[config.mk]
export PLATFORM = sky130hd
export DESIGN_NAME = elf64_segment_validator
export DESIGN_NICKNAME = d
export VERILOG_FILES = /design/src/design/elfsv_pkg.sv /design/src/design/elf64_segment_validator.sv /design/src/design/elfsv_check.sv /design/src/design/elfsv_seg_mem.sv
export SDC_FILE = /design/constraint.sdc
export NUM_CORES = 2
export LEC_CHECK = 0
export BUFFER_PORTS_ARGS = -buffer_cell sky130_fd_sc_hd__buf_2
export CAP_MARGIN = 15
export CORE_AREA = 2 2 539 541
export CTS_BUF_LIST = sky130_fd_sc_hd__clkbuf_8
export CTS_CLUSTER_SIZE = 10
export DETAILED_ROUTE_END_ITERATION = 8
export DIE_AREA = 0 0 541 543
export PLACE_DENSITY = 0.66
export SLEW_MARGIN = 20
export SYNTH_ARGS = -nofsm -noshare
export SYNTH_HDL_FRONTEND = slang
export SYNTH_HIERARCHICAL = 1
export SYNTH_SLANG_ARGS = --single-unit
[constraint.sdc]
create_clock -name clk -period 25.8 [get_ports clk]
set_clock_uncertainty 0.15 [all_clocks]
set_input_delay 3.87 -clock clk [delete_from_list [all_inputs] [get_ports clk]]
set_output_delay 3.87 -clock clk [all_outputs]
set_load 0.02 [all_outputs]
[src/design/elfsv_pkg.sv]
// elfsv_pkg.sv: shared types and constants of the elf64 segment validator
`timescale 1ns / 1ps

package elfsv_pkg;

  localparam logic [31:0] PT_LOADABLE = 32'd1;
  localparam int unsigned FLAG_EXEC_BIT = 0;

  localparam logic [21:0] IMG_LEN_RST = 22'd0;
  localparam logic [63:0] ENTRY_POINT_RST = 64'd0;
  localparam logic [63:0] PHYS_BASE_RST = 64'h0000_0000_0040_0000;
  localparam logic [31:0] WINDOW_SIZE_RST = 32'h0040_0000;
  localparam logic [63:0] DIRECT_BASE_RST = 64'hffff_f800_0000_0000;

  typedef enum logic [2:0] {
    CFG_IMG_LEN     = 3'd0,
    CFG_ENTRY_POINT = 3'd1,
    CFG_PHYS_BASE   = 3'd2,
    CFG_WINDOW_SIZE = 3'd3,
    CFG_DIRECT_BASE = 3'd4
  } cfg_reg_t;

  typedef enum logic [2:0] {
    STAT_SKIP    = 3'd0,
    STAT_OK      = 3'd1,
    STAT_CHECK   = 3'd2,
    STAT_OVERLAP = 3'd3,
    STAT_FULL    = 3'd4,
    STAT_IGNORED = 3'd5
  } status_t;

  typedef enum logic [2:0] {
    S_IDLE,
    S_CHK1,
    S_CHK2,
    S_DECIDE,
    S_SCAN,
    S_FINISH
  } fsm_state_t;

  typedef struct packed {
    logic [21:0] img_len;
    logic [63:0] entry_point;
    logic [63:0] phys_base;
    logic [31:0] window_size;
    logic [63:0] direct_base;
  } cfg_t;

  typedef struct packed {
    logic [31:0] segment_type;
    logic [31:0] segment_flags;
    logic [63:0] file_offset;
    logic [63:0] virt_addr;
    logic [63:0] phys_addr;
    logic [63:0] bytes_in_file;
    logic [63:0] bytes_in_memory;
    logic [63:0] align;
    logic        last;
  } hdr_t;

  typedef struct packed {
    logic        pass;
    logic        entry_hit;
    logic [63:0] seg_end;
  } chk_res_t;

endpackage

[src/design/elf64_segment_validator.sv]
// elf64_segment_validator.sv: top level, request sequencing, overlap scan and verdict
// a header that is skipped, fails a check or is ignored goes from the checks straight to its result;
// a load header that passes the checks first runs the overlap scan,
// which reads the n stored segments one per cycle from the segment table
// the next request is taken in the cycle after the result is loaded into the output register
// synchronous reset restores the config registers to their defaults and clears the image state
`timescale 1ns / 1ps

module elf64_segment_validator #(
  parameter int MAX_SEGMENTS = 16
) (
  input  logic         clk,
  input  logic         rst,
  input  logic         s_tvalid,
  output logic         s_tready,
  input  logic [415:0] s_tdata,   // segment_flags, file_offset, virt_addr, phys_addr,
                                  // bytes_in_file, bytes_in_memory, align
  input  logic [31:0]  s_tuser,   // segment_type
  input  logic         s_tlast,
  output logic         m_tvalid,
  input  logic         m_tready,
  output logic [15:0]  m_tdata,   // status, image_ok, segment_count, zero pad
  output logic         m_tlast,
  input  logic         cfg_valid,
  output logic         cfg_ready,
  input  logic [2:0]   cfg_index,
  input  logic [63:0]  cfg_data
);
  import elfsv_pkg::*;

  localparam int CW = $clog2(MAX_SEGMENTS + 1);
  localparam int AW = (MAX_SEGMENTS > 1) ? $clog2(MAX_SEGMENTS) : 1;

  cfg_t       cfg;
  hdr_t       hdr;
  chk_res_t   chk;
  fsm_state_t state, state_next;

  logic [CW-1:0] count, count_next;
  logic          eie, eie_next;
  logic          err, err_next;
  status_t       status, status_next;
  logic [CW-1:0] rd_idx, rd_idx_next;
  logic          cmp_valid, cmp_valid_next;
  logic          overlap, overlap_next;

  logic          rd_en;
  logic [63:0]   rd_start, rd_end;
  logic          fire;
  logic          is_ok;
  logic          err_hit;
  logic [CW-1:0] count_upd;
  logic          eie_upd;
  logic          err_upd;
  logic          scan_done;

  logic [2:0]    out_status;
  logic          out_ok;
  logic [4:0]    out_count;
  logic          out_last;
  logic          m_tvalid_next;

  assign cfg_ready = 1'b1;
  assign s_tready  = (state == S_IDLE);
  assign m_tdata   = {7'd0, out_count, out_ok, out_status};
  assign m_tlast   = out_last;

  // config registers
  always_ff @(posedge clk) begin
    if (rst) begin
      cfg.img_len     <= IMG_LEN_RST;
      cfg.entry_point <= ENTRY_POINT_RST;
      cfg.phys_base   <= PHYS_BASE_RST;
      cfg.window_size <= WINDOW_SIZE_RST;
      cfg.direct_base <= DIRECT_BASE_RST;
    end else if (cfg_valid) begin
      unique case (cfg_index)
        CFG_IMG_LEN:     cfg.img_len     <= cfg_data[21:0];
        CFG_ENTRY_POINT: cfg.entry_point <= cfg_data;
        CFG_PHYS_BASE:   cfg.phys_base   <= cfg_data;
        CFG_WINDOW_SIZE: cfg.window_size <= cfg_data[31:0];
        CFG_DIRECT_BASE: cfg.direct_base <= cfg_data;
        default: ;
      endcase
    end
  end

  // request capture
  always_ff @(posedge clk) begin
    if (s_tvalid && s_tready) begin
      hdr.segment_type    <= s_tuser;
      hdr.segment_flags   <= s_tdata[31:0];
      hdr.file_offset     <= s_tdata[95:32];
      hdr.virt_addr       <= s_tdata[159:96];
      hdr.phys_addr       <= s_tdata[223:160];
      hdr.bytes_in_file   <= s_tdata[287:224];
      hdr.bytes_in_memory <= s_tdata[351:288];
      hdr.align           <= s_tdata[415:352];
      hdr.last            <= s_tlast;
    end
  end

  elfsv_check u_check (
    .clk (clk),
    .hdr (hdr),
    .cfg (cfg),
    .res (chk)
  );

  elfsv_seg_mem #(
    .DEPTH (MAX_SEGMENTS),
    .AW    (AW)
  ) u_seg_mem (
    .clk      (clk),
    .wr_en    (fire && is_ok),
    .wr_addr  (count[AW-1:0]),
    .wr_start (hdr.virt_addr),
    .wr_end   (chk.seg_end),
    .rd_en    (rd_en),
    .rd_addr  (rd_idx[AW-1:0]),
    .rd_start (rd_start),
    .rd_end   (rd_end)
  );

  assign fire      = (state == S_FINISH) && (!m_tvalid || m_tready);
  assign is_ok     = (status == STAT_OK);
  assign rd_en     = (state == S_SCAN) && (rd_idx < count);
  assign scan_done = (rd_idx == count) && !cmp_valid;

  always_comb begin
    case (status) inside
      STAT_CHECK, STAT_OVERLAP, STAT_FULL: err_hit = 1'b1;
      default:                             err_hit = 1'b0;
    endcase
  end

  assign count_upd = count + CW'(is_ok);
  assign eie_upd   = eie || (is_ok && chk.entry_hit);
  assign err_upd   = err || err_hit;

  // next state
  always_comb begin
    state_next = state;
    unique case (state)
      S_IDLE:   if (s_tvalid) state_next = S_CHK1;
      S_CHK1:   state_next = S_CHK2;
      S_CHK2:   state_next = S_DECIDE;
      S_DECIDE: begin
        if (err || hdr.segment_type != PT_LOADABLE || !chk.pass) begin
          state_next = S_FINISH;
        end else begin
          state_next = S_SCAN;
        end
      end
      S_SCAN:   if (scan_done) state_next = S_FINISH;
      S_FINISH: if (fire) state_next = S_IDLE;
      default:  state_next = S_IDLE;
    endcase
  end

  // datapath next values
  always_comb begin
    status_next    = status;
    rd_idx_next    = rd_idx;
    cmp_valid_next = 1'b0;
    overlap_next   = overlap;
    count_next     = count;
    eie_next       = eie;
    err_next       = err;
    unique case (state)
      S_DECIDE: begin
        rd_idx_next  = '0;
        overlap_next = 1'b0;
        if (err) begin
          status_next = STAT_IGNORED;
        end else if (hdr.segment_type != PT_LOADABLE) begin
          status_next = STAT_SKIP;
        end else if (!chk.pass) begin
          status_next = STAT_CHECK;
        end
      end
      S_SCAN: begin
        if (rd_en) begin
          rd_idx_next = rd_idx + CW'(1);
        end
        cmp_valid_next = rd_en;
        if (cmp_valid && (hdr.virt_addr < rd_end) && (chk.seg_end > rd_start)) begin
          overlap_next = 1'b1;
        end
        if (scan_done) begin
          if (overlap) begin
            status_next = STAT_OVERLAP;
          end else if (count >= CW'(MAX_SEGMENTS)) begin
            status_next = STAT_FULL;
          end else begin
            status_next = STAT_OK;
          end
        end
      end
      S_FINISH: begin
        if (fire) begin
          if (hdr.last) begin
            count_next = '0;
            eie_next   = 1'b0;
            err_next   = 1'b0;
          end else begin
            count_next = count_upd;
            eie_next   = eie_upd;
            err_next   = err_upd;
          end
        end
      end
      default: ;
    endcase
  end

  always_comb begin
    m_tvalid_next = m_tvalid;
    if (fire) begin
      m_tvalid_next = 1'b1;
    end else if (m_tready) begin
      m_tvalid_next = 1'b0;
    end
  end

  always_ff @(posedge clk) begin
    if (rst) begin
      state     <= S_IDLE;
      count     <= '0;
      eie       <= 1'b0;
      err       <= 1'b0;
      cmp_valid <= 1'b0;
      m_tvalid  <= 1'b0;
    end else begin
      state     <= state_next;
      count     <= count_next;
      eie       <= eie_next;
      err       <= err_next;
      cmp_valid <= cmp_valid_next;
      m_tvalid  <= m_tvalid_next;
    end
  end

  always_ff @(posedge clk) begin
    status  <= status_next;
    rd_idx  <= rd_idx_next;
    overlap <= overlap_next;
  end

  // result register
  always_ff @(posedge clk) begin
    if (fire) begin
      out_status <= status;
      out_ok     <= hdr.last && !err_upd && (count_upd != '0) && eie_upd;
      out_count  <= 5'(count_upd);
      out_last   <= hdr.last;
    end
  end

endmodule

[src/design/elfsv_check.sv]
// elfsv_check.sv: two-stage field checks of one program header
`timescale 1ns / 1ps

module elfsv_check (
  input  logic              clk,
  input  elfsv_pkg::hdr_t   hdr,
  input  elfsv_pkg::cfg_t   cfg,
  output elfsv_pkg::chk_res_t res
);
  import elfsv_pkg::*;

  typedef struct packed {
    logic [63:0] pa_rel;
    logic [63:0] ws_room;
    logic [63:0] map_va;
    logic [63:0] img_room;
    logic [63:0] al_mask;
    logic [63:0] seg_end;
    logic        early_fail;
  } stage1_t;

  stage1_t s1;
  logic [63:0] ws64;
  logic [63:0] isz64;

  assign ws64  = {32'd0, cfg.window_size};
  assign isz64 = {42'd0, cfg.img_len};

  // stage 1: differences, sums and single compares
  always_ff @(posedge clk) begin
    s1.pa_rel     <= hdr.phys_addr - cfg.phys_base;
    s1.ws_room    <= ws64 - hdr.bytes_in_memory;
    s1.map_va     <= cfg.direct_base + hdr.phys_addr;
    s1.img_room   <= isz64 - hdr.file_offset;
    s1.al_mask    <= hdr.align - 64'd1;
    s1.seg_end    <= hdr.virt_addr + hdr.bytes_in_memory;
    s1.early_fail <= (hdr.bytes_in_memory == 64'd0) ||
                     (hdr.bytes_in_file > hdr.bytes_in_memory) ||
                     (hdr.phys_addr < cfg.phys_base) ||
                     (hdr.bytes_in_memory > ws64) ||
                     (hdr.file_offset > isz64) ||
                     (hdr.align == 64'd0) ||
                     (hdr.align > ws64);
  end

  // stage 2: compares against stage 1 results
  always_ff @(posedge clk) begin
    res.pass <= !s1.early_fail &&
                !(s1.pa_rel > s1.ws_room) &&
                (hdr.virt_addr == s1.map_va) &&
                !(hdr.bytes_in_file > s1.img_room) &&
                ((hdr.align & s1.al_mask) == 64'd0) &&
                ((hdr.virt_addr & s1.al_mask) == (hdr.file_offset & s1.al_mask));
    res.entry_hit <= hdr.segment_flags[FLAG_EXEC_BIT] &&
                     (cfg.entry_point >= hdr.virt_addr) &&
                     (cfg.entry_point < s1.seg_end);
    res.seg_end <= s1.seg_end;
  end

endmodule

[src/design/elfsv_seg_mem.sv]
// elfsv_seg_mem.sv: segment start and end table, one write and one registered read port
`timescale 1ns / 1ps

module elfsv_seg_mem #(
  parameter int DEPTH = 16,
  parameter int AW    = 4
) (
  input  logic          clk,
  input  logic          wr_en,
  input  logic [AW-1:0] wr_addr,
  input  logic [63:0]   wr_start,
  input  logic [63:0]   wr_end,
  input  logic          rd_en,
  input  logic [AW-1:0] rd_addr,
  output logic [63:0]   rd_start,
  output logic [63:0]   rd_end
);

  logic [127:0] mem [DEPTH];

  always_ff @(posedge clk) begin
    if (wr_en) begin
      mem[wr_addr] <= {wr_end, wr_start};
    end
  end

  always_ff @(posedge clk) begin
    if (rd_en) begin
      {rd_end, rd_start} <= mem[rd_addr];
    end
  end

endmodule
# == Word-level counts from Yosys, hierarchy flattened ==
# Memory sizes are Yosys's and may differ from the RTL's. A register that Yosys moved wholly into a read port is not among the register bits.
# Cells that the tools add are included.
# word_totals
mem_bits_rw,2048
output_inout_bits,20
n_memories,1
ff_bits,1146
wordCells,166
input_bits,521
# classes
n_mux,24
n_reduce_logical,56
n_addsub,8
n_eq_ne,23
n_lt_le_gt_ge,13
bitwise_logic,4
# mem_list
name,words,width,read_ports,rd_ports_with_merged_regs,write_ports,line_no,rtl
u_seg_mem.mem,16,128,1,1,1,elfsv_seg_mem.sv:19,logic [127:0] mem [DEPTH];
# op_table
op,count
$gt A64 B64 Y1,4
$and A64 B64 Y64,3
$logic_not A64 Y1,3
$lt A64 B64 Y1,3
$add A64 B64 Y64,2
$eq A64 B64 Y1,2
$gt A64 B32 Y1,2
$ge A64 B64 Y1,1
$gt A64 B22 Y1,1
$sub A22 B64 Y64,1
$sub A32 B64 Y64,1
$sub A64 B1 Y64 const B,1
$sub A64 B64 Y64,1
$ne A32 B1 Y1 const B,1
$mux W3,9
$eq A3 B2 Y1 const B,6
$logic_and A1 B1 Y1,18
$pmux W3 S6,1
$reduce_and A2 Y1,8
$eq A3 B3 Y1 const B,4
$logic_or A1 B1 Y1,11
$mux W5,2
$pmux W5 S2,1
$eq A3 B1 Y1 const B,3
other kinds (19),39

# == Logic depth before layout (Yosys ltp) ==
# depth
ltp_word,8
depth_mapped,13
depth_no_buf,13

# == Modules after synthesis ==
# The synthesis kept the hierarchy.
# by_module_without_submodules
module,cells_each,instances,area_per_inst_um2
elfsv_seg_mem,3357,1,80726.2
elfsv_check,4340,1,35937.0
elf64_segment_validator,2134,1,26761.9

# == Worst setup path after synthesis ==
# No wires, ideal clock.
# synth_path
path_kind,input to register
startpoint,input port s_tvalid
endpoint,register hdr[0] (netlist name)
path_slack_ns,10.824
required_ns,24.781
setup_ns,0.869
cell_stages,1
path_buffers,0
t_arrival_ns,13.957
path_cell_list,and2_1
# synth_via
elab_chain_len,1
# synth_rtl
item,line_no,rtl
"start, declared",elf64_segment_validator.sv:14,"input logic s_tvalid,"
$logic_and A1 B1 Y1,elf64_segment_validator.sv:90,if (s_tvalid && s_tready) begin
# Every way passes these cells.
# A chain may end at the register's enable or synchronous reset.

# == Worst setup path in the final report ==
# layout_path
startpoint,input port s_tvalid
endpoint,register hdr[316] (netlist name)
# layout_via
elab_chain_len,1
# layout_rtl
item,line_no
$logic_and A1 B1 Y1,elf64_segment_validator.sv:90
# Every way passes these cells.

==> impl_metrics.json <==
{
  "fp.dieH_um": 543,
  "initial_core_util": 0.496,
  "postCtsSetupBuffers": 0,
  "status": "completed",
  "placed_area_um2": 150000,
  "cts-root-buf": "clkbuf_8",
  "final_cell_area_um2": 160000,
  "pwr-share-seq": 0.515,
  "worstSetupEndpointType": "register",
  "synthCells": 9800,
  "setup_tns_ns": 0,
  "std_cell_rows": 197,
  "grt_setup_unrepaired": "no",
  "dr.first_iter.drc_count": 9582,
  "critPathRequiredTime_ns": 26.42,
  "core_area_um2": 287000,
  "maxSlewViolCount": 0,
  "r2r_slack_ns": 19.78,
  "ant_nets": 0,
  "p_leak_nw": 59.9,
  "hold_viol_final": 0,
  "drive_above_1_share": 0.181,
  "switching_share": 0.311,
  "fin_crit_sh": 0.299,
  "hold_class": "reg -> reg",
  "r2r_end": "hdr[316]",
  "synthToLayoutAreaGrowth_pct": 12.6,
  "cts_tree": "done",
  "pin_count": 541,
  "fillers": 23000,
  "p_sw_mw": 4.36,
  "r2r_start": "state[0]",
  "clk_latency_ns": 1.20,
  "ctsHoldBuffers": 0,
  "cts_buffers": 546,
  "start_kind": "primary input",
  "clk_pin_slew_worst_paths_ns": 0.06,
  "dpl.hpwl_mm": 324,
  "p_clk_frac": 0.319,
  "vias": 90500,
  "drc_errors": 0,
  "routed_wirelength_mm": 465,
  "p_comb_frac": 0.166,
  "clock_path_buffers": 4,
  "antenna_found_initial": 42,
  "crit_fanout": 92,
  "power_density_nw_per_um2": 87.5,
  "cts_sinks": 3322,
  "syn_avg_cell_area_um2": 14.5,
  "ir_drop_v": 0.0000872,
  "grt_overflow": 0,
  "grt_pass1_vias": 89900,
  "track_usage": 0.311,
  "place_congestion": 0.987,
  "path_class": "in -> reg",
  "cell_internal_pwr_mw": 9.68,
  "final_nets": 11900,
  "whs_endpoint": "u_check/res[49]",
  "drt-pass1-iter-count": 6,
  "max_freq_mhz": 130,
  "grt_max_degree": 121,
  "dieArea_um2": 294000,
  "layout_commonest_cell": "edfxtp_1",
  "cts_resized": 0,
  "synth-warning-count": 6,
  "routedWlPerCell_um": 31.1,
  "via_per_inst": 6.06,
  "setup_viol": 0,
  "portBuffers": 501,
  "r2r_cells": 7,
  "dieWidth_um": 541,
  "min_path_cells": 0,
  "maxCapViolCount": 0,
  "finalCriticalPeriod_ns": 7.72,
  "htree_levels": 6,
  "slew_headroom": 0.229,
  "hp-start": "u_check/s1[50]",
  "syn-cell-area_um2": 142000,
  "grt_pass1_wl_mm": 646,
  "cp.arrival_ns": 8.34,
  "worst_pin_slew_ns": 1.15,
  "mostFrequentLayoutCells": "edfxtp_1, nand2_1, inv_1, ha_1, dfxtp_1"
}
## sequential cells by signal, summed over array words and instances, names as in the netlist, 3 cells and up
name	flops
state	3
u_seg_mem/rd_end	64
status	3
u_check/res	66
u_seg_mem/mem	2048
u_seg_mem/rd_start	64
rd_idx	5
out_status	3
out_count	5
count	5
u_check/s1	385
cfg	246
hdr	418
## power groups by stage
stage / clock network, mW / logic, mW / registers [mW]
3_3_place_gp: 0 / 2.24 / 7.30
6_report: 4.48 / 2.33 / 7.23
3_5_place_dp: 0 / 2.28 / 7.33
2_1_floorplan: 0 / 1.42 / 7.00
5_1_grt: 4.78 / 2.51 / 7.26
4_1_cts: 4.56 / 2.29 / 7.22
## per-layer routing
layer / part of all wire / routed length [um] / GRT usage
met1: 0.40 / 186000 / 0.416
met2: 0.47 / 216000 / 0.495
met3: 0.076 / 35200 / 0.0449
met4: 0.058 / 27100 / 0.164
met5: 0.000095 / 44 / 0
## area by class of cell
type | count | area [um2] | share of cell area
timing repair buffer | 676 | 3980 | 0.0248
clock buffer | 594 | 8180 | 0.0509
multi-input combinational | 5493 | 46100 | 0.287
tap | 3781 | 4730 | 0.0295
clock inverter | 389 | 2350 | 0.0146
sequential | 3322 | 92700 | 0.577
antenna | 26 | 65.1 | 0.000405
inverter | 649 | 2440 | 0.0152
## worst max-delay path by stage
| stage | startpoint | endpoint | slack (ns) | depth (start not counted) |
|---|---|---|---|---|
| global route | s_tvalid | hdr[289] | 17.85 | 7 |
| floorplan | m_tready | u_seg_mem/mem[0][0] | 11.03 | 6 |
| global placement | s_tvalid | hdr[291] | 16.91 | 7 |
| detailed placement | s_tvalid | hdr[291] | 16.67 | 7 |
| CTS | s_tvalid | hdr[120] | 17.91 | 7 |
| finish | s_tvalid | hdr[316] | 18.08 | 7 |
## stage by stage
stage               setup WS [ns]  cells  hold WS, ns   util  power (mW)
finish                      18.08  14900        0.198  0.558        14.0
global route                17.85  14900        0.177  0.558        14.6
CTS                         17.91  14900        0.187  0.558        14.1
detailed placement          16.67  13900        0.191  0.521        9.61
global placement            16.91  13900        0.188  0.521        9.54
floorplan                   11.03   9806        0.176      -        8.41
## worst max-delay path, stage by stage
cell,delay (ns)
buf_2,0.09
and2_4,0.69
buf_4,0.64
buf_4,0.65
buf_4,0.70
buf_4,0.69
buf_6,0.71
No activity file was read; power rests on OpenSTA's default activity.
